--- src/rtl/core/queue_admission_credit_accounting_unit_assert.svh ---
// assertion macros shared by the queue admission accounting rtl
`ifndef QUEUE_ADMISSION_CREDIT_ACCOUNTING_UNIT_ASSERT_SVH
`define QUEUE_ADMISSION_CREDIT_ACCOUNTING_UNIT_ASSERT_SVH

// same-cycle implication, clocked on aclk, off during reset
`define QACA_ASSERT_NOW(label, ante, cons, msg) \
    label: assert property (@(posedge aclk) disable iff (!aresetn) (ante) |-> (cons)) \
        else $error(msg);

// next-cycle implication, clocked on aclk, off during reset
`define QACA_ASSERT_NEXT(label, ante, cons, msg) \
    label: assert property (@(posedge aclk) disable iff (!aresetn) (ante) |=> (cons)) \
        else $error(msg);

`endif

--- src/rtl/core/qaca_pkg.sv ---
`default_nettype none

package qaca_pkg;

    // command codes carried in s_tuser
    typedef enum logic [3:0] {
        CMD_PUSH     = 4'd0,
        CMD_RESERVE  = 4'd1,
        CMD_GROW     = 4'd2,
        CMD_COMMIT   = 4'd3,
        CMD_CANCEL   = 4'd4,
        CMD_COMPLETE = 4'd5,
        CMD_POP      = 4'd6,
        CMD_PAUSE    = 4'd7,
        CMD_CLOSE    = 4'd8
    } cmd_e;

    localparam int CMD_W     = 4;
    localparam int FIELD_MSG = 16;
    localparam int FIELD_BYT = 32;

    localparam int S_TDATA_W = 120;
    localparam int M_TDATA_W = 168;

    // configuration register indexes
    localparam int CFG_IDX_W = 1;
    typedef enum logic [CFG_IDX_W-1:0] {
        CFG_MESSAGE_CAPACITY = 1'b0,
        CFG_BYTE_CAPACITY    = 1'b1
    } cfg_idx_e;

    localparam logic [FIELD_MSG-1:0] MSG_CAP_RESET  = 16'd1024;
    localparam logic [FIELD_BYT-1:0] BYTE_CAP_RESET = 32'd16777216;

    typedef struct packed {
        logic paused;
        logic closed;
    } flags_t;

    // one result word at port widths
    typedef struct packed {
        logic                 accepted;
        logic [FIELD_BYT-1:0] granted_bytes;
        logic [FIELD_MSG-1:0] popped_count;
        logic [FIELD_MSG-1:0] queued_msgs;
        logic [FIELD_MSG-1:0] reserved_messages;
        logic [FIELD_MSG-1:0] in_flight_messages;
        logic [FIELD_BYT-1:0] queued_bytes;
        logic [FIELD_BYT-1:0] reserved_byte_total;
        logic                 paused;
        logic                 closed;
    } result_t;

endpackage

`default_nettype wire

--- src/rtl/core/queue_admission_credit_accounting_unit.sv ---
// Admission accounting for a bounded message queue (counts only, no payload).
// Input channel s_*: one command word per handshake, the command code in
// s_tuser and its operands in s_tdata. Result channel m_*: one result word
// per command with the success flag, granted bytes, popped count and the
// full counter snapshot after the command.
// Configuration channel cfg_*: index 0 message capacity, index 1 byte
// capacity; always ready, write only while no command is in progress.
// A command word is first taken into the input register, then its result is
// written to the result register, which drives m_tvalid. Throughput: one
// command per cycle while m_tready stays high, set by the combinational
// counter update between those registers.
// Reset (aresetn low at a clock edge) clears all counters and both flags,
// loads the capacities with 1024 messages and 16777216 bytes, and empties
// both registers. When the receiver holds m_tready low the result word is
// held, one more command is taken into the input register, and s_tready then
// drops until the result is taken.
`default_nettype none

module queue_admission_credit_accounting_unit #(
    parameter int MSG_COUNT_WIDTH  = 16,
    parameter int BYTE_COUNT_WIDTH = 32
) (
    input  wire logic                                aclk,
    input  wire logic                                aresetn,
    // configuration write
    input  wire logic                                cfg_valid,
    output logic                                     cfg_ready,
    input  wire logic [qaca_pkg::CFG_IDX_W-1:0]      cfg_index,
    input  wire logic [qaca_pkg::FIELD_BYT-1:0]      cfg_data,
    // commands
    input  wire logic                                s_tvalid,
    output logic                                     s_tready,
    // size_arg[31:0], preferred_bytes[63:32], content_bytes[95:64],
    // msg_count[111:96], pause_value[112], zero[119:113]
    input  wire logic [qaca_pkg::S_TDATA_W-1:0]      s_tdata,
    // command[3:0]
    input  wire logic [qaca_pkg::CMD_W-1:0]          s_tuser,
    // results
    output logic                                     m_tvalid,
    input  wire logic                                m_tready,
    // accepted[0], granted_bytes[32:1], popped_count[48:33],
    // queued_msgs[64:49], reserved_messages[80:65],
    // in_flight_messages[96:81], queued_bytes[128:97],
    // reserved_byte_total[160:129], paused[161], closed[162], zero[167:163]
    output logic [qaca_pkg::M_TDATA_W-1:0]           m_tdata
);

    logic [MSG_COUNT_WIDTH-1:0]  msg_cap;
    logic [BYTE_COUNT_WIDTH-1:0] byte_cap;

    // input register
    logic                                in_valid_reg, in_valid_next;
    logic [qaca_pkg::CMD_W-1:0]          cmd_reg;
    logic [qaca_pkg::FIELD_BYT-1:0]      size_reg, pref_reg, content_reg;
    logic [qaca_pkg::FIELD_MSG-1:0]      count_reg;
    logic                                pv_reg;

    // counters
    logic [MSG_COUNT_WIDTH-1:0]  q_cnt_reg,  r_cnt_reg,  f_cnt_reg;
    logic [MSG_COUNT_WIDTH-1:0]  q_cnt_next, r_cnt_next, f_cnt_next;
    logic [BYTE_COUNT_WIDTH-1:0] qb_cnt_reg, rb_cnt_reg;
    logic [BYTE_COUNT_WIDTH-1:0] qb_cnt_next, rb_cnt_next;
    qaca_pkg::flags_t            flags_reg, flags_next;

    // result register
    logic                        out_valid_reg, out_valid_next;
    qaca_pkg::result_t           res_reg, res_next;

    logic out_free, advance, take_in;

    qaca_cfg #(
        .MSG_COUNT_WIDTH  (MSG_COUNT_WIDTH),
        .BYTE_COUNT_WIDTH (BYTE_COUNT_WIDTH)
    ) u_cfg (
        .aclk      (aclk),
        .aresetn   (aresetn),
        .cfg_valid (cfg_valid),
        .cfg_ready (cfg_ready),
        .cfg_index (cfg_index),
        .cfg_data  (cfg_data),
        .msg_cap   (msg_cap),
        .byte_cap  (byte_cap)
    );

    qaca_exec #(
        .MSG_COUNT_WIDTH  (MSG_COUNT_WIDTH),
        .BYTE_COUNT_WIDTH (BYTE_COUNT_WIDTH)
    ) u_exec (
        .msg_cap         (msg_cap),
        .byte_cap        (byte_cap),
        .command         (cmd_reg),
        .size_arg        (size_reg),
        .preferred_bytes (pref_reg),
        .content_bytes   (content_reg),
        .msg_count       (count_reg),
        .pause_value     (pv_reg),
        .q_cnt           (q_cnt_reg),
        .r_cnt           (r_cnt_reg),
        .f_cnt           (f_cnt_reg),
        .qb_cnt          (qb_cnt_reg),
        .rb_cnt          (rb_cnt_reg),
        .flags           (flags_reg),
        .q_cnt_next      (q_cnt_next),
        .r_cnt_next      (r_cnt_next),
        .f_cnt_next      (f_cnt_next),
        .qb_cnt_next     (qb_cnt_next),
        .rb_cnt_next     (rb_cnt_next),
        .flags_next      (flags_next),
        .result          (res_next)
    );

    assign out_free = !out_valid_reg || m_tready;
    assign advance  = in_valid_reg && out_free;
    assign s_tready = !in_valid_reg || out_free;
    assign take_in  = s_tvalid && s_tready;

    always_comb begin
        in_valid_next = in_valid_reg;
        if (s_tready) begin
            in_valid_next = s_tvalid;
        end
        out_valid_next = out_valid_reg;
        if (advance) begin
            out_valid_next = 1'b1;
        end else if (m_tready) begin
            out_valid_next = 1'b0;
        end
    end

    always_ff @(posedge aclk) begin
        if (!aresetn) begin
            in_valid_reg  <= 1'b0;
            out_valid_reg <= 1'b0;
            q_cnt_reg     <= '0;
            r_cnt_reg     <= '0;
            f_cnt_reg     <= '0;
            qb_cnt_reg    <= '0;
            rb_cnt_reg    <= '0;
            flags_reg     <= '0;
        end else begin
            in_valid_reg  <= in_valid_next;
            out_valid_reg <= out_valid_next;
            // state moves together with the result word
            if (advance) begin
                q_cnt_reg  <= q_cnt_next;
                r_cnt_reg  <= r_cnt_next;
                f_cnt_reg  <= f_cnt_next;
                qb_cnt_reg <= qb_cnt_next;
                rb_cnt_reg <= rb_cnt_next;
                flags_reg  <= flags_next;
            end
        end
    end

    always_ff @(posedge aclk) begin
        if (take_in) begin
            cmd_reg     <= s_tuser;
            size_reg    <= s_tdata[31:0];
            pref_reg    <= s_tdata[63:32];
            content_reg <= s_tdata[95:64];
            count_reg   <= s_tdata[111:96];
            pv_reg      <= s_tdata[112];
        end
        if (advance) begin
            res_reg <= res_next;
        end
    end

    assign m_tvalid = out_valid_reg;
    assign m_tdata  = {
        5'b0,
        res_reg.closed,
        res_reg.paused,
        res_reg.reserved_byte_total,
        res_reg.queued_bytes,
        res_reg.in_flight_messages,
        res_reg.reserved_messages,
        res_reg.queued_msgs,
        res_reg.popped_count,
        res_reg.granted_bytes,
        res_reg.accepted
    };

`include "queue_admission_credit_accounting_unit_assert.svh"

    `QACA_ASSERT_NEXT(a_in_kept, in_valid_reg && !out_free, in_valid_reg, "command word lost")
    `QACA_ASSERT_NEXT(a_adv_out, advance, out_valid_reg, "advanced command produced no result")
    `QACA_ASSERT_NOW(a_acc_open, out_valid_reg && res_reg.accepted, !flags_reg.closed, "accepted while closed")
    `QACA_ASSERT_NOW(a_grant_rsv, out_valid_reg && (res_reg.granted_bytes != '0), r_cnt_reg != '0, "grant w/o reservation")
    `QACA_ASSERT_NEXT(a_closed_sticky, flags_reg.closed, flags_reg.closed, "closed flag cleared")

endmodule

`default_nettype wire

--- src/rtl/core/qaca_cfg.sv ---
`default_nettype none

module qaca_cfg #(
    parameter int MSG_COUNT_WIDTH  = 16,
    parameter int BYTE_COUNT_WIDTH = 32
) (
    input  wire logic                              aclk,
    input  wire logic                              aresetn,
    input  wire logic                              cfg_valid,
    output logic                                   cfg_ready,
    input  wire logic [qaca_pkg::CFG_IDX_W-1:0]    cfg_index,
    input  wire logic [qaca_pkg::FIELD_BYT-1:0]    cfg_data,
    output logic [MSG_COUNT_WIDTH-1:0]             msg_cap,
    output logic [BYTE_COUNT_WIDTH-1:0]            byte_cap
);

    logic [MSG_COUNT_WIDTH-1:0]  msg_cap_reg,  msg_cap_next;
    logic [BYTE_COUNT_WIDTH-1:0] byte_cap_reg, byte_cap_next;

    assign cfg_ready = 1'b1;

    always_comb begin
        msg_cap_next  = msg_cap_reg;
        byte_cap_next = byte_cap_reg;
        if (cfg_valid) begin
            unique case (cfg_index)
                qaca_pkg::CFG_MESSAGE_CAPACITY: begin
                    msg_cap_next = MSG_COUNT_WIDTH'(cfg_data[qaca_pkg::FIELD_MSG-1:0]);
                end
                qaca_pkg::CFG_BYTE_CAPACITY: begin
                    byte_cap_next = BYTE_COUNT_WIDTH'(cfg_data);
                end
                default: begin
                    msg_cap_next  = msg_cap_reg;
                    byte_cap_next = byte_cap_reg;
                end
            endcase
        end
    end

    always_ff @(posedge aclk) begin
        if (!aresetn) begin
            msg_cap_reg  <= MSG_COUNT_WIDTH'(qaca_pkg::MSG_CAP_RESET);
            byte_cap_reg <= BYTE_COUNT_WIDTH'(qaca_pkg::BYTE_CAP_RESET);
        end else begin
            msg_cap_reg  <= msg_cap_next;
            byte_cap_reg <= byte_cap_next;
        end
    end

    assign msg_cap  = msg_cap_reg;
    assign byte_cap = byte_cap_reg;

endmodule

`default_nettype wire

--- src/rtl/core/qaca_exec.sv ---
`default_nettype none

module qaca_exec #(
    parameter int MSG_COUNT_WIDTH  = 16,
    parameter int BYTE_COUNT_WIDTH = 32
) (
    input  wire logic [MSG_COUNT_WIDTH-1:0]          msg_cap,
    input  wire logic [BYTE_COUNT_WIDTH-1:0]         byte_cap,
    input  wire logic [qaca_pkg::CMD_W-1:0]          command,
    input  wire logic [qaca_pkg::FIELD_BYT-1:0]      size_arg,
    input  wire logic [qaca_pkg::FIELD_BYT-1:0]      preferred_bytes,
    input  wire logic [qaca_pkg::FIELD_BYT-1:0]      content_bytes,
    input  wire logic [qaca_pkg::FIELD_MSG-1:0]      msg_count,
    input  wire logic                                pause_value,
    input  wire logic [MSG_COUNT_WIDTH-1:0]          q_cnt,
    input  wire logic [MSG_COUNT_WIDTH-1:0]          r_cnt,
    input  wire logic [MSG_COUNT_WIDTH-1:0]          f_cnt,
    input  wire logic [BYTE_COUNT_WIDTH-1:0]         qb_cnt,
    input  wire logic [BYTE_COUNT_WIDTH-1:0]         rb_cnt,
    input  wire qaca_pkg::flags_t                    flags,
    output logic [MSG_COUNT_WIDTH-1:0]               q_cnt_next,
    output logic [MSG_COUNT_WIDTH-1:0]               r_cnt_next,
    output logic [MSG_COUNT_WIDTH-1:0]               f_cnt_next,
    output logic [BYTE_COUNT_WIDTH-1:0]              qb_cnt_next,
    output logic [BYTE_COUNT_WIDTH-1:0]              rb_cnt_next,
    output qaca_pkg::flags_t                         flags_next,
    output qaca_pkg::result_t                        result
);

    localparam int TOT_W = MSG_COUNT_WIDTH + 2;
    localparam logic [MSG_COUNT_WIDTH-1:0] MSG_ONE = MSG_COUNT_WIDTH'(1);

    logic [BYTE_COUNT_WIDTH-1:0] size_w, pref_w, content_w, adm_bytes;
    logic [MSG_COUNT_WIDTH-1:0]  count_w, popped;
    logic [TOT_W-1:0]            total;
    logic [BYTE_COUNT_WIDTH-1:0] cap_less_bytes, room;
    logic                        admit, room_ok, grow_ok, rsv_hit, done_ok;
    logic [BYTE_COUNT_WIDTH-1:0] granted;
    logic                        accepted;

    assign size_w    = BYTE_COUNT_WIDTH'(size_arg);
    assign pref_w    = BYTE_COUNT_WIDTH'(preferred_bytes);
    assign content_w = BYTE_COUNT_WIDTH'(content_bytes);
    assign count_w   = MSG_COUNT_WIDTH'(msg_count);

    // push checks the message size, reserve the reservation size
    assign adm_bytes = (command == qaca_pkg::CMD_PUSH) ? content_w : size_w;

    // later terms may wrap only when an earlier term has already failed
    assign total = TOT_W'(q_cnt) + TOT_W'(r_cnt) + TOT_W'(f_cnt);
    assign cap_less_bytes = byte_cap - adm_bytes;
    assign admit = !flags.closed && !flags.paused
                && (total < TOT_W'(msg_cap))
                && (adm_bytes <= byte_cap)
                && (qb_cnt <= cap_less_bytes)
                && (rb_cnt <= cap_less_bytes - qb_cnt);

    assign room_ok = (qb_cnt <= byte_cap) && (rb_cnt <= byte_cap - qb_cnt);
    assign room    = byte_cap - qb_cnt - rb_cnt;
    assign grow_ok = (size_w != '0) && (pref_w >= size_w) && !flags.closed
                  && (r_cnt != '0) && room_ok && (room >= size_w);

    assign rsv_hit = (r_cnt != '0) && (rb_cnt >= size_w);
    assign done_ok = (count_w <= f_cnt) && (size_w <= qb_cnt);
    assign popped  = (q_cnt < count_w) ? q_cnt : count_w;

    always_comb begin
        q_cnt_next  = q_cnt;
        r_cnt_next  = r_cnt;
        f_cnt_next  = f_cnt;
        qb_cnt_next = qb_cnt;
        rb_cnt_next = rb_cnt;
        flags_next  = flags;
        accepted    = 1'b0;
        granted     = '0;
        unique case (command)
            qaca_pkg::CMD_PUSH: begin
                if (admit) begin
                    q_cnt_next  = q_cnt + MSG_ONE;
                    qb_cnt_next = qb_cnt + content_w;
                    accepted    = 1'b1;
                end
            end
            qaca_pkg::CMD_RESERVE: begin
                if (admit) begin
                    r_cnt_next  = r_cnt + MSG_ONE;
                    rb_cnt_next = rb_cnt + size_w;
                    accepted    = 1'b1;
                end
            end
            qaca_pkg::CMD_GROW: begin
                if (grow_ok) begin
                    granted     = (pref_w < room) ? pref_w : room;
                    rb_cnt_next = rb_cnt + ((pref_w < room) ? pref_w : room);
                end
            end
            qaca_pkg::CMD_COMMIT: begin
                if (rsv_hit) begin
                    r_cnt_next  = r_cnt - MSG_ONE;
                    rb_cnt_next = rb_cnt - size_w;
                    // refused commit still releases the reservation
                    if (!flags.closed && (content_w <= size_w)) begin
                        q_cnt_next  = q_cnt + MSG_ONE;
                        qb_cnt_next = qb_cnt + content_w;
                        accepted    = 1'b1;
                    end
                end
            end
            qaca_pkg::CMD_CANCEL: begin
                if (rsv_hit) begin
                    r_cnt_next  = r_cnt - MSG_ONE;
                    rb_cnt_next = rb_cnt - size_w;
                end
            end
            qaca_pkg::CMD_COMPLETE: begin
                if (done_ok) begin
                    f_cnt_next  = f_cnt - count_w;
                    qb_cnt_next = qb_cnt - size_w;
                end
            end
            qaca_pkg::CMD_POP: begin
                q_cnt_next = q_cnt - popped;
                f_cnt_next = f_cnt + popped;
            end
            qaca_pkg::CMD_PAUSE: begin
                flags_next.paused = pause_value;
            end
            qaca_pkg::CMD_CLOSE: begin
                flags_next.closed = 1'b1;
            end
            default: begin
                accepted = 1'b0;
            end
        endcase
    end

    always_comb begin
        result.accepted            = accepted;
        result.granted_bytes       = qaca_pkg::FIELD_BYT'(granted);
        result.popped_count        = (command == qaca_pkg::CMD_POP)
                                   ? qaca_pkg::FIELD_MSG'(popped) : '0;
        result.queued_msgs         = qaca_pkg::FIELD_MSG'(q_cnt_next);
        result.reserved_messages   = qaca_pkg::FIELD_MSG'(r_cnt_next);
        result.in_flight_messages  = qaca_pkg::FIELD_MSG'(f_cnt_next);
        result.queued_bytes        = qaca_pkg::FIELD_BYT'(qb_cnt_next);
        result.reserved_byte_total = qaca_pkg::FIELD_BYT'(rb_cnt_next);
        result.paused              = flags_next.paused;
        result.closed              = flags_next.closed;
    end

endmodule

`default_nettype wire
--- config.mk ---
export PLATFORM = sky130hd
export DESIGN_NAME = queue_admission_credit_accounting_unit
export DESIGN_NICKNAME = d
export VERILOG_FILES = /design/src/rtl/core/qaca_pkg.sv /design/src/rtl/core/queue_admission_credit_accounting_unit.sv /design/src/rtl/core/qaca_cfg.sv /design/src/rtl/core/qaca_exec.sv
export VERILOG_INCLUDE_DIRS = /design/src /design/src/rtl/core
export SDC_FILE = /design/constraint.sdc
export NUM_CORES = 2
export LEC_CHECK = 0
export ABC_AREA = 1
export BUFFER_PORTS_ARGS = -buffer_cell sky130_fd_sc_hd__buf_2
export CORE_ASPECT_RATIO = 0.8
export CORE_MARGIN = 10
export CORE_UTILIZATION = 30
export DETAILED_ROUTE_END_ITERATION = 8
export GPL_TIMING_DRIVEN = 0
export HOLD_SLACK_MARGIN = 0.06
export PLACE_DENSITY = 0.46
export SLEW_MARGIN = 40
export SYNTH_ARGS = -nofsm -noshare
export SYNTH_HDL_FRONTEND = slang
export SYNTH_SLANG_ARGS = --single-unit
--- constraint.sdc ---
create_clock -name aclk -period 7.5 [get_ports aclk]
set_clock_uncertainty 0.05 [all_clocks]
set_input_delay 0.375 -clock aclk [delete_from_list [all_inputs] [get_ports aclk]]
set_output_delay 0.375 -clock aclk [all_outputs]
set_load 0.02 [all_outputs]
==> impl_metrics.tcl <==
set metrics [dict create \
    place_ws_ns -2.29 \
    rr_endpoint "m_tdata[150]" \
    firstDrtPassIters 6 \
    fillCellCount 15500 \
    synth_cells 6332 \
    min_period_ns 7.64 \
    leakagePower_nw 26.9 \
    grt_pass1_wl_um 321000 \
    cts_tree "built" \
    peakVddDrop_mv 0.227 \
    dp_hpwl_um 189000 \
    final_nets 7805 \
    grt_antenna_before_repair 12 \
    cp_max_fo 7 \
    synthDistinctLibCells 66 \
    fmax_mhz 131 \
    cts_max_level 2 \
    hp-class "in2reg" \
    tightest_slew_ns 1.06 \
    synthTopCellsByCount "1327 x nand2_1, 844 x inv_1, 657 x a21oi_1, 609 x nor2_1, 563 x ha_1" \
    crit_slowest_cell "dfxtp_4" \
    drt-total-wl_um 231000 \
    post-route-util_pct 39.2 \
    syn_avg_cell_area_um2 6.98 \
    crit_path_max_incr_delay_ns 0.39 \
    rr_worst_depth 46 \
    r2r_slack_ns -0.14 \
    numCtsBuffers 55 \
    grt_usage_pct 26.6 \
    grt_max_degree 60 \
    yosysWarnings 0 \
    status "finished, violations left" \
    portBuffers 319 \
    pin_count 333 \
    largest_reg_flops 163 \
    end_kind "flop" \
    ant_nets 0 \
    synthFlopType "edfxtp_1" \
    hold_start "cfg_index" \
    vias 48100 \
    yosysMostFrequentCell "nand2_1" \
    synth_top_area_cell "edfxtp_1" \
    synth-edff-count 280 \
    period_share_pct 102 \
    syn_area_um2 44200 \
    setup_viol_count_final 20 \
    die_y_um 363 \
    dpl_cell_area_um2 48500 \
    path_common_cell "nand2_1" \
    wl_per_cell_um 25.4 \
    rsz0062_at_grt "yes" \
    crit_type "reg2reg" \
    core_um2 146000 \
    drt_iter0_drc 4674 \
    hold_viol 0 \
    synth.top_cell.area_share_pct 19.0 \
    syn2layout_area_growth_pct 29.2 \
    gp_congestion 1.01 \
    design.die.area_um2 163000 \
    rr_startpoint "qb_cnt_reg[2]" \
    crit_arrival_ns 8.03 \
    timing_max_transition_violations_final 0 \
    min_to "u_cfg.byte_cap[2]" \
    holdPathStages 4 \
    grt_pass1_vias 44200 \
    synth_seq_cells 444 \
    async_flop_share_pct 0 \
    cap_violations 0 \
    final_cell_area_um2 57100 \
    vias_per_cell 5.29 \
    clkLatencyLatePin_ns 0.73 \
    worstSetupStartpointType "flop" \
    critPathRequiredTime_ns 7.89 \
    drc_errors 0 \
    clk_transition_reported_paths_ns 0.06 \
    layout_setup_ws_ns -0.145 \
    row_count 125 \
    violations "setup timing" \
    multi_input_area_um2 31800 \
    clock_sinks 444 \
    slew_headroom_pct 29.0 \
    seq_area_frac_synth_pct 26.4 \
    die_x_um 449 \
    clockRootBuffer "clkbuf_16" \
    final-seq-area_um2 11800 \
    overflow 0 \
    drive_above_1_share_pct 18.3 \
    ys_top_cells_by_area "edfxtp_1 19%, ha_1 16%, nand2_1 11%" \
    start_util_pct 30.3 \
    power_density_nw_per_um2 289 \
    cts_buffer_depth 3 \
]
==> timing repair <==
action,in CTS,in global routing
buffers inserted,61,122
cloned,1,7
endpoints found under the setup margin,207,193
hold endpoints to repair,170,0
gates resized for setup,365,468
pin swaps,59,182
hold buffers,154,0
==> worst max path at each step <==
stage,startpoint,end,slack [ns],cells after the start
6_report,qb_cnt_reg[2],m_tdata[150],-0.14,46
4_1_cts,qb_cnt_reg[2],m_tdata[150],-0.01,42
2_1_floorplan,qb_cnt_reg[1],m_tdata[157],0.32,47
5_1_grt,qb_cnt_reg[2],m_tdata[150],-0.44,46
3_3_place_gp,m_tready,f_cnt_reg[0],-3.05,8
3_5_place_dp,qb_cnt_reg[1],rb_cnt_reg[30],-2.29,49
==> stage by stage <==
stage | cells | setup TNS (ns) | power [mW] | hold slack, ns
after floorplan | 6336 | 0 | 7.92 | 0.385
after global placement | 8623 | -861.87 | 10.7 | 0.402
after detailed placement | 8633 | -372.13 | 10.7 | 0.403
after CTS | 8953 | -0.0122 | 14.8 | 0.233
after global routing | 9081 | -19.78 | 17.5 | 0.284
final | 9086 | -1.28 | 16.5 | 0.287
==> where the power goes <==
part / total, mW / internal (mW) / switching, mW
sequential: 3.04 / 2.77 / 0.268
clock: 2.81 / 1.54 / 1.27
combinational: 10.7 / 4.03 / 6.64
total: 16.5 / 8.34 / 8.18
==> cell type report <==
class | instances | area share, %
multi-input combinational | 4886 | 55.7
sequential | 444 | 20.6
timing repair buffer | 672 | 8.73
inverter | 854 | 5.77
tap | 1968 | 4.31
clock buffer | 71 | 2.62
buffer | 153 | 1.66
clock inverter | 33 | 0.629
antenna | 5 | 0.0219
==> logic make-up after synthesis <==
family / after synthesis / synth area share, %
AOI/OAI and AO/OA: 1480 / 18.4
xor gates and xnor gates: 291 / 5.76
adders and majority gates: 577 / 16.6
buffers and inverters: 1007 / 8.82
DFF: 444 / 26.4
other: 2 / 0.0170
and+or+nand+nor: 2531 / 24.0
==> layer usage <==
metal  GRT usage (%)  vias up  share of wire (%)
met2            39.0     1852                 40
li1                -    22900                  -
met1            39.5    23100                 48
met4            6.32        6                3.0
met5               0        -              0.017
met3            5.36      276                8.9
==> critical path: cells and delay by family (launching register included) <==
family                   cells  cell delay [ns]
AO/OA/AOI/OAI               13             2.21
XOR/XNOR                     2             0.47
adder cells (fa/ha/maj)      4             1.10
buffers and inverters        6             0.89
flip-flops                   1             0.39
AND/OR/NAND/NOR             21             2.24
==> cell usage in the layout, fill, tap and decap left out, types with 154 or more instances in the layout <==
master	instances
edfxtp_1	280
nor2_1	581
ha_1	485
a21oi_1	571
nand3_1	275
o21ai_0	417
dlygate4sd3_1	154
nand2_1	1239
buf_2	357
buf_4	174
xor2_1	194
inv_1	801
(Power assumes the default switching activity.)
